==> config.mk <==
export PLATFORM = sky130hd
export DESIGN_NAME = bb3_ctrl
export DESIGN_NICKNAME = d
export VERILOG_FILES = /design/src/design/box_blur_3x3_edge_clipped_unit_assert.svh /design/src/design/bb3_pkg.sv /design/src/design/bb3_ctrl.sv
export SDC_FILE = /design/constraint.sdc
export NUM_CORES = 1
export LEC_CHECK = 0
export ABC_CLOCK_PERIOD_IN_PS = 1500
export BUFFER_PORTS_ARGS = -buffer_cell sky130_fd_sc_hd__buf_2
export CORE_UTILIZATION = 50
export CTS_BUF_LIST = sky130_fd_sc_hd__clkbuf_2
export DETAILED_ROUTE_END_ITERATION = 8
export PLACE_DENSITY = 0.78
export SETUP_SLACK_MARGIN = 0.3
export SYNTH_ARGS = -nofsm -noshare
export SYNTH_HDL_FRONTEND = slang
export SYNTH_SLANG_ARGS = --single-unit
==> constraint.sdc <==
create_clock -name i_clk -period 1.5 [get_ports i_clk]
set_input_delay 0.225 -clock i_clk [delete_from_list [all_inputs] [get_ports i_clk]]
set_output_delay 0.225 -clock i_clk [all_outputs]
set_load 0.05 [all_outputs]
==> src/design/box_blur_3x3_edge_clipped_unit_assert.svh <==
// ----------------------------------------------------------------------------
// Box blur assertion macros
// Concurrent assertion shorthands shared by the box blur RTL. Define
// ASSERT_OFF to compile them away.
// ----------------------------------------------------------------------------
`ifndef BOX_BLUR_3X3_EDGE_CLIPPED_UNIT_ASSERT_SVH
`define BOX_BLUR_3X3_EDGE_CLIPPED_UNIT_ASSERT_SVH

`ifndef ASSERT_OFF

// Same-cycle implication, disabled while reset is asserted.
`define BB3_ASSERT_IMPLY(lbl, clk, rst_n, ante, cons) \
    lbl: assert property (@(posedge clk) disable iff (!rst_n) (ante) |-> (cons)) \
        else $error("bb3 assertion failed");

// Next-cycle implication, disabled while reset is asserted.
`define BB3_ASSERT_NEXT(lbl, clk, rst_n, ante, cons) \
    lbl: assert property (@(posedge clk) disable iff (!rst_n) (ante) |=> (cons)) \
        else $error("bb3 assertion failed");

`else

`define BB3_ASSERT_IMPLY(lbl, clk, rst_n, ante, cons)
`define BB3_ASSERT_NEXT(lbl, clk, rst_n, ante, cons)

`endif

`endif

==> src/design/bb3_pkg.sv <==
// ----------------------------------------------------------------------------
// Box blur package
// Sizes, register indexes, codes and the controller/datapath interface types.
// ----------------------------------------------------------------------------
package bb3_pkg;

    localparam int MAX_WIDTH    = 1024;
    localparam int MAX_HEIGHT   = 4096;
    localparam int HIST_DEPTH   = 2 * MAX_WIDTH + 2;
    localparam int ADDR_W       = $clog2(HIST_DEPTH);
    localparam int OFF_W        = ADDR_W + 1;
    localparam int IDX_W        = $clog2(MAX_WIDTH * MAX_HEIGHT + 1);
    localparam int WEFF_W       = $clog2(MAX_WIDTH + 1);
    localparam int HEFF_W       = $clog2(MAX_HEIGHT + 1);

    localparam int WFIELD_W     = 11;
    localparam int HFIELD_W     = 13;
    localparam int CFG_ADDR_W   = 2;
    localparam int CFG_DATA_W   = 13;

    localparam int CH_W         = 8;
    localparam int NUM_CH       = 4;
    localparam int PIX_W        = CH_W * NUM_CH;
    localparam int SUM_W        = $clog2(9 * 255 + 1);
    localparam int CNT_W        = $clog2(10);
    localparam int STEP_W       = $clog2(SUM_W);

    localparam int RESET_WIDTH  = 640;
    localparam int RESET_HEIGHT = 480;

    localparam logic [CFG_ADDR_W-1:0] REG_IMAGE_WIDTH  = CFG_ADDR_W'(0);
    localparam logic [CFG_ADDR_W-1:0] REG_IMAGE_HEIGHT = CFG_ADDR_W'(1);

    localparam logic REQ_PIXEL = 1'b0;
    localparam logic REQ_FLUSH = 1'b1;

    // neighbour row / column relative to the output pixel
    localparam logic [1:0] TAP_PREV = 2'd0;
    localparam logic [1:0] TAP_CUR  = 2'd1;
    localparam logic [1:0] TAP_NEXT = 2'd2;

    typedef struct packed {
        logic       store;      // write pixel, advance input position
        logic       set_drain;  // flush seen
        logic       restart;    // flush with nothing left: back to frame start
        logic       acc_clear;  // clear sums and count
        logic       tap_issue;  // read one neighbour
        logic [1:0] tap_row;
        logic [1:0] tap_col;
        logic       advance;    // advance output position, decide frame end
        logic       div_step;   // one restoring divide step on all channels
        logic       out_load;   // load result into output register
    } t_cmd;

    typedef struct packed {
        logic pix_ok;       // a pixel would be stored
        logic pix_emit;     // a stored pixel releases a result
        logic flush_empty;  // nothing left to drain
        logic out_free;     // output register can take a result
    } t_status;

endpackage

==> src/design/bb3_ctrl.sv <==
// ----------------------------------------------------------------------------
// Box blur controller
// Sequences accept, neighbour reads, divide and output load for one item.
// ----------------------------------------------------------------------------
module bb3_ctrl (
    input  logic            i_clk,
    input  logic            i_rst_n,
    input  logic            i_s_tvalid,
    input  logic            i_s_tuser,
    output logic            o_s_tready,
    input  bb3_pkg::t_status i_status,
    output bb3_pkg::t_cmd   o_cmd
);
    import bb3_pkg::*;

    localparam logic [2:0] S_IDLE   = 3'd0;
    localparam logic [2:0] S_GATHER = 3'd1;
    localparam logic [2:0] S_ACC    = 3'd2;
    localparam logic [2:0] S_DIV    = 3'd3;
    localparam logic [2:0] S_DONE   = 3'd4;

    logic [2:0]        r_state, n_state;
    logic [1:0]        r_row, n_row;
    logic [1:0]        r_col, n_col;
    logic [STEP_W-1:0] r_step, n_step;

    assign o_s_tready = (r_state == S_IDLE);

    always_comb begin
        n_state = r_state;
        n_row   = r_row;
        n_col   = r_col;
        n_step  = r_step;
        o_cmd   = '0;
        o_cmd.tap_row = r_row;
        o_cmd.tap_col = r_col;
        unique case (r_state)
            S_IDLE: begin
                n_row = TAP_PREV;
                n_col = TAP_PREV;
                if (i_s_tvalid) begin
                    if (i_s_tuser == REQ_FLUSH) begin
                        if (i_status.flush_empty) begin
                            o_cmd.restart = 1'b1;
                        end else begin
                            o_cmd.set_drain = 1'b1;
                            o_cmd.acc_clear = 1'b1;
                            n_state         = S_GATHER;
                        end
                    end else if (i_status.pix_ok) begin
                        o_cmd.store = 1'b1;
                        if (i_status.pix_emit) begin
                            o_cmd.acc_clear = 1'b1;
                            n_state         = S_GATHER;
                        end
                    end
                end
            end
            S_GATHER: begin
                o_cmd.tap_issue = 1'b1;
                if (r_col == TAP_NEXT) begin
                    n_col = TAP_PREV;
                    n_row = r_row + 2'd1;
                    if (r_row == TAP_NEXT) begin
                        n_state = S_ACC;
                    end
                end else begin
                    n_col = r_col + 2'd1;
                end
            end
            S_ACC: begin
                o_cmd.advance = 1'b1;
                n_step        = '0;
                n_state       = S_DIV;
            end
            S_DIV: begin
                o_cmd.div_step = 1'b1;
                n_step         = r_step + STEP_W'(1);
                if (r_step == STEP_W'(SUM_W - 1)) begin
                    n_state = S_DONE;
                end
            end
            S_DONE: begin
                if (i_status.out_free) begin
                    o_cmd.out_load = 1'b1;
                    n_state        = S_IDLE;
                end
            end
            default: begin
                n_state = S_IDLE;
            end
        endcase
    end

    always_ff @(posedge i_clk) begin
        if (!i_rst_n) begin
            r_state <= S_IDLE;
            r_row   <= TAP_PREV;
            r_col   <= TAP_PREV;
            r_step  <= '0;
        end else begin
            r_state <= n_state;
            r_row   <= n_row;
            r_col   <= n_col;
            r_step  <= n_step;
        end
    end

endmodule

==> results of run 1 <==
==> what timing repair did <==
| item | 4_1_cts |
|---|---|
| resized for setup | 34 |
| buffers inserted | 7 |
| endpoints found under the setup margin | 17 |
| pin swaps | 3 |
==> cell families after synthesis <==
group | count (synthesis) | synth area share
AND/OR/NAND/NOR | 37 | 0.342
AO/OA/AOI/OAI | 19 | 0.195
adder cells (fa/ha/maj) | 2 | 0.0372
flip-flops | 11 | 0.327
multiplexers | 2 | 0.0297
XOR/XNOR | 1 | 0.0130
buffers and inverters | 8 | 0.0557
==> through the flow <==
| step | worst slack (ps) | hold slack, ps | instance area [µm²] |
|---|---|---|---|
| after CTS | -71.8 | 209 | 1050 |
| after detailed placement | 114 | 498 | 866 |
| after global placement | 126 | 479 | 866 |
| after floorplan | -298 | 372 | 754 |
==> metrics.cfg, run 1 <==
[placement]
io_buffer_count=20
place_congestion=0.750
hpwl_mm=1.08
placedCellCount=114

[outcome]
stop_stage=global routing (5_1_grt)
stop_error=[ERROR DPL-0038] Utilization greater than 100%, impossible to legalize
status=did not finish

[grt]
grt_max_degree=13

[clocking]
cts_buffer_depth=2
h-tree-depth=1
root_buffer=clkbuf_2
clkSinkCount=11
cts_buffers=3
hold_buffers=0

[logic_synthesis]
yosysTopAreaCellShare=0.327
ys.flop_type=dfxtp_1
ys_seq_elements=11
async_reset_ff_frac=0
synth_warnings=0
synthesis.area_um2=673
synth_top_area_cell=dfxtp_1
ys_types=37
synth.most_common_cell=dfxtp_1
syn_nets=90
synth.avg_cell_area_um2=8.41
yosysSeqAreaShare=0.327
synth-edff-count=0
yosys-top-cells-area=dfxtp_1 (33%), ha_1 (3.7%), nor2b_1 (3.7%)
netlist_instances=80

[timing]
endpoint_type=output port
crit_endpoint=o_cmd[11]

[floorplanning]
die_width_um=38.7
fp-row-count=12
start_util=0.575
io_pins=21
die_y_um=38.7

==> inputs of run 2 (changes only) <==
CORE_AREA = 2 2 63 65   (was unset)
CORE_UTILIZATION = unset   (was 50)
CTS_BUF_LIST = unset   (was sky130_fd_sc_hd__clkbuf_2)
DIE_AREA = 0 0 65 67   (was unset)
PLACE_DENSITY = unset   (was 0.78)
PLACE_DENSITY_LB_ADDON = 0.15   (was unset)
SETUP_SLACK_MARGIN = unset   (was 0.3)
==> run 2 against run 1 <==
  * The flow now finishes, with violations (setup timing)
  * Synthesized area unchanged
  * Synthesized cell count is the same
==> metrics.cfg, run 2 <==
[finish]
reg.largest.list=r_step (4), r_state (3)
regMostFlops=r_step
final_layout_size_suffix_gt1_frac=0.390
fin_cells=153
layout_common_cells=buf_2 (12), dfxtp_1 (8), buf_4 (7)
area_delta_synth_final_pct=45.4
final_common_cell=buf_2
largest_reg_flops=4
final_nets=116
n_antenna_cell=0

[clocking]
post-cts-setup-buffers=0
cts_buffer_depth=2
cts_tree=built
clkSinkCount=11
root_buffer=clkbuf_8
hold_buffers=0
clkLatencyLatePin_ps=240
h-tree-depth=1
cts_buffers=3
clk_pin_slew_worst_paths_ps=50

[logic_synthesis]
yosys.area_share.adder=0.0372
async_reset_ff_frac=0
ys.flop_type=dfxtp_1
netlist_instances=80
synthXorXnorAreaFrac=0.0130
yosys-top-cells-area=dfxtp_1 (33%), ha_1 (3.7%), nor2b_1 (3.7%)
synthesis.area_um2=673
synth_simple_gate_area_frac=0.342
synth_compound_area_frac=0.195
ys_types=37
yosysTopAreaCellShare=0.327
synth_top_family_by_area=simple AND/OR/NAND/NOR gates
ys_seq_elements=11
synth-edff-count=0
syn_nets=90
synth.avg_cell_area_um2=8.41
yosysSeqAreaShare=0.327
synth_warnings=0
synthMuxAreaShare=0.0297
synth.most_common_cell=dfxtp_1
synth_top_area_cell=dfxtp_1

[run]
max-cap-violations=0

[timing]
finalHoldViolCount=0
setup_tns_ps=-18.0
worst_pin_slew_ps=249
finalWorstSetupSlack_ps=-18.0
slew_viol_final=0
fmaxAchievable_mhz=659
holdWs_ps=296
finClkSkew_ps=1.06
period_share=1.01
rsz0062_at_grt=yes
min_period_ps=1520
slew-limit-headroom=0.835
setup_viol=1

[detailed_routing]
drt-met1-wl_um=758
route.vias.total=647
drtAntennaViolNets=0
drt_first_iter_violations=3
drt_first_pass_iters=5
wl_per_cell_um=10.4
drcViolationCount=0
routed.top_layer=met4
met2WireLength_um=702
dr_wl_met3_um=83
finalWirelength_mm=1.59
vias_per_cell=4.23

[pwr]
p_switching_mw=0.516
leakagePower_nw=0.409
powerDensity_nw_per_um2=1270
p_comb_frac=0.458
internal-power_mw=0.730
p_seq_frac=0.298
peakVddDrop_uv=220
p_sw_frac=0.414
clock_power_share=0.244

[setup_path]
arrival_ps=1290
cp.buffers_inverters=1
crit_type=flop to output port
slowest_stage=dfxtp_2
worstSetupStartpointType=flop
slowest_delay_ps=350
path_cells=nor3_4, nand2_2, nor3b_4, buf_6
crit_family=simple AND/OR/NAND/NOR gates
path_max_fanout=4
crit_path_end_kind=output port
cp.required_ps=1270

[floorplanning]
start_util=0.187
core-area_um2=3610
io_pins=21
die_width_um=65
die_area_um2=4360
die_y_um=67
fp-row-count=22

[grt]
antenna_found_initial=0
grt_use_total=0.0810
grt_overflow=0
grt_max_degree=13
grt_pass1_wl_mm=2.68
grt_pass1_vias=603

[outcome]
violations=setup timing
status=complete, but fails checks

[worst_hold_path]
hp-class=primary input to flop

[placement]
place_congestion=0.733
dp_slack_ps=79.2
placedCellCount=149
hpwl_mm=1.24
io_buffer_count=20

[run 2: kinds of logic after synthesis]
group	after synthesis
muxes	2
AOI/OAI and AO/OA	19
xor gates and xnor gates	1
adders and majority gates	2
buffers and inverters	8
DFF	11
and+or+nand+nor	37
[run 2: repair_timing]
item                       in CTS  in global routing
setup endpoints to repair       9                  7
hold endpoints to repair        0                  0
gates resized for setup        11                  4
pin swaps                       0                  1
[run 2: final timing paths]
path	slack, ps	start	to	depth (start not counted)
worst max-delay path	-20	r_state[0]	o_cmd[11]	4
worst min-delay path	300	i_status[0]	r_state[2]	3
worst max register to register	180	r_state[0]	r_col[0]	4
worst min register to register	490	r_step[1]	r_step[1]	2
[run 2: layout make-up]
cell class,instances,area (µm²)
fill,403,2630
timing repair buffer,25,176
tap,48,60.1
inverter,4,16.3
sequential,11,224
clock buffer,4,45.0
multi-input combinational,61,457
[run 2: power by group through the flow]
stage / Sequential [mW] / Combinational (mW) / Clock [mW]
after detailed placement: 0.374 / 0.547 / 0
after CTS: 0.370 / 0.574 / 0.318
after floorplan: 0.370 / 0.406 / 0
final: 0.371 / 0.571 / 0.304
after global routing: 0.376 / 0.611 / 0.334
after global placement: 0.373 / 0.548 / 0
[run 2: layer usage]
| layer | global-route usage | vias up |
|---|---|---|
| met1 | 0.0962 | 291 |
| met4 | 0.0559 | 0 |
| met2 | 0.131 | 17 |
| li1 | - | 335 |
| met5 | 0 | - |
| met3 | 0.0152 | 4 |
[run 2: through the flow]
step	cell area [µm²]	utilization	total power [mW]
floorplan	716	-	0.775
global placement	892	0.247	0.921
detailed placement	892	0.247	0.921
CTS	965	0.268	1.26
global route	978	0.271	1.32
finish	978	0.271	1.25
[run 2: worst register-to-register path: cells and delay by family (launching register included)]
family	cells	cell delay, ps
AO/OA/AOI/OAI	1	180
AND/OR/NAND/NOR	2	550
flip-flops	1	380
buffers and inverters	1	160
Power figures use the tool's default switching activity.
==> inputs of run 3 (changes only) <==
ABC_AREA = 1   (was unset)
CTS_CLUSTER_DIAMETER = 150   (was unset)
==> run 3 against run 2 <==
  * The run now ends clean
  * Die area did not move
  * Routed wire length rose by 14%
  * Hold slack got worse by 39 ps
  * Synthesized cell count increased by 33%
==> metrics.cfg, run 3 <==
[logic_synthesis]
synth.avg_cell_area_um2=6.44
netlist_instances=106
yosysSeqAreaShare=0.322
async_reset_ff_frac=0
synth-edff-count=0
synth_top_area_cell=dfxtp_1
ys_seq_elements=11
yosys-top-cells-area=dfxtp_1 (32%), nand2_1 (12%), nand3_1 (11%)
synthesis.area_um2=683
syn_nets=116
synth_warnings=0
synth.most_common_cell=nand2_1
synth_top_cells_by_count=nand2_1 (22), inv_1 (16), nand3_1 (15)
ys.flop_type=dfxtp_1
ys_types=20
yosysTopAreaCellShare=0.322

[timing]
worst_pin_slew_ps=256
finClkSkew_ps=2.41
min_period_ps=1420
period_share=0.948
holdWs_ps=257
rsz0062_at_grt=no
setup_viol=0
fmaxAchievable_mhz=704
finalHoldViolCount=0
slew_viol_final=0
setup_tns_ps=0
slew-limit-headroom=0.829

[detailed_routing]
drtAntennaViolNets=0
vias_per_cell=4.09
drt_first_pass_iters=2
finalWirelength_mm=1.81
route.vias.total=740
drt_first_iter_violations=22
drcViolationCount=0
wl_per_cell_um=10.0

[finish]
n_antenna_cell=0
stdcell_area_um2=990
reg.largest.list=r_step (4), r_state (3)
layout_common_cells=nand2_1 (21), inv_1 (15), nand3_1 (15)
post-route-util=0.274
area_delta_synth_final_pct=44.9
final_common_cell=nand2_1
final_nets=144
largest_reg_flops=4
fin_cells=181
fillers=414
regMostFlops=r_step
final_layout_size_suffix_gt1_frac=0.346

[clocking]
clkLatencyLatePin_ps=230
hold_buffers=0
cts_buffers=3
h-tree-depth=1
cts_buffer_depth=2
clkSinkCount=11
cts_tree=built
root_buffer=clkbuf_8
clk_pin_slew_worst_paths_ps=50

[setup_path]
slowest_stage=dfxtp_2
crit_start=r_state[0]
r2r_cells=8
worstSetupStartpointType=flop
cp.required_ps=1270
arrival_ps=1200
worstReg2RegEnd=r_state[2]
crit_type=flop to output port
cp.buffers_inverters=1
cp.depth=4
timing.rr.start=r_step[0]
path_cells=nor2_4, nand2_4, nor4_4, buf_6
slowest_delay_ps=340
crit_path_end_kind=output port
crit_family=simple AND/OR/NAND/NOR gates
crit_path_end=o_cmd[10]
r2r_setup_slack_ps=160
path_max_fanout=6

[floorplanning]
fp-row-count=22
die_y_um=67
die_width_um=65
start_util=0.189
io_pins=21
core-area_um2=3610
die_area_um2=4360

[placement]
hpwl_mm=1.47
io_buffer_count=20
placed_cell_area_um2=888
placedCellCount=175
place_congestion=0.774

[grt]
grt_overflow=0
grt_pass1_vias=771
grt_pass1_wl_mm=3.26
grt_max_degree=9
grt_use_total=0.0964
antenna_found_initial=0

[pwr]
leakagePower_nw=0.457
powerDensity_nw_per_um2=1880
peakVddDrop_uv=527

[outcome]
status=finished clean

[worst_hold_path]
hp-class=primary input to flop

[run]
max-cap-violations=0

==> run 3: cell count changes in the layout (fill, tap and decap cells not counted), sizes merged, moves of 4 or more <==
cell    change
a21oi       +5
nor2b       -4
nand3      +11
nor2       +13
a21boi      -4
inv        +15
nand2      +20
==> run 3: kinds of logic after synthesis <==
group           share of synthesized area
compound gates                      0.123
fa+ha+maj                          0.0366
buf+inv                             0.103
flops                               0.322
simple gates                        0.416
==> run 3: worst register-to-register path, cell delays in order (launching register included) <==
cell     delay (ps)
dfxtp_1         400
ha_1            220
nand3_1          90
nand2_1         120
nand2_1          70
nor2_1          150
nand3_1          90
nand2_1          70
nor2_1           40
==> run 3: where the power goes <==
group | total (mW) | internal [mW] | switching (mW)
clock | 0.291 | 0.186 | 0.105
sequential | 0.436 | 0.360 | 0.0762
combinational | 1.13 | 0.355 | 0.777
==> run 3: repair_timing <==
| action | CTS | global route |
|---|---|---|
| pin swaps | 0 | 3 |
| gates resized for setup | 8 | 10 |
| setup endpoints to repair | 7 | 10 |
| buffers inserted | 0 | 2 |
==> run 3: per-layer routing <==
metal / global-route usage / part of all wire
met4: 0.0160 / 0.0099
met1: 0.110 / 0.48
met2: 0.175 / 0.47
met5: 0 / 0
met3: 0.0338 / 0.038
==> run 3: area by class of cell <==
type                    instances  area [µm²]  area share
multi-input cells              77         440       0.445
flip-flops and latches         11         224       0.226
repair buffers                 23         150       0.152
inverters                      18        70.1      0.0708
well taps                      48        60.1      0.0607
clock buffers                   4        45.0      0.0455
==> run 3: worst min-delay path by stage <==
stage	end	slack (ps)	from	depth (start not counted)
2_1_floorplan	r_state[1]	350	i_rst_n	2
3_3_place_gp	r_row[0]	480	r_row[0]	1
3_5_place_dp	r_row[0]	470	r_row[0]	1
4_1_cts	r_state[1]	250	i_rst_n	3
5_1_grt	r_state[1]	260	i_rst_n	3
6_report	r_state[1]	260	i_rst_n	3
==> run 3: per-stage QoR <==
stage	setup WS, ps	power, mW
after global routing	19.9	2.03
final	78.6	1.86
after global placement	155	1.46
after floorplan	2.03	1.25
after detailed placement	128	1.47
after CTS	5.18	1.81
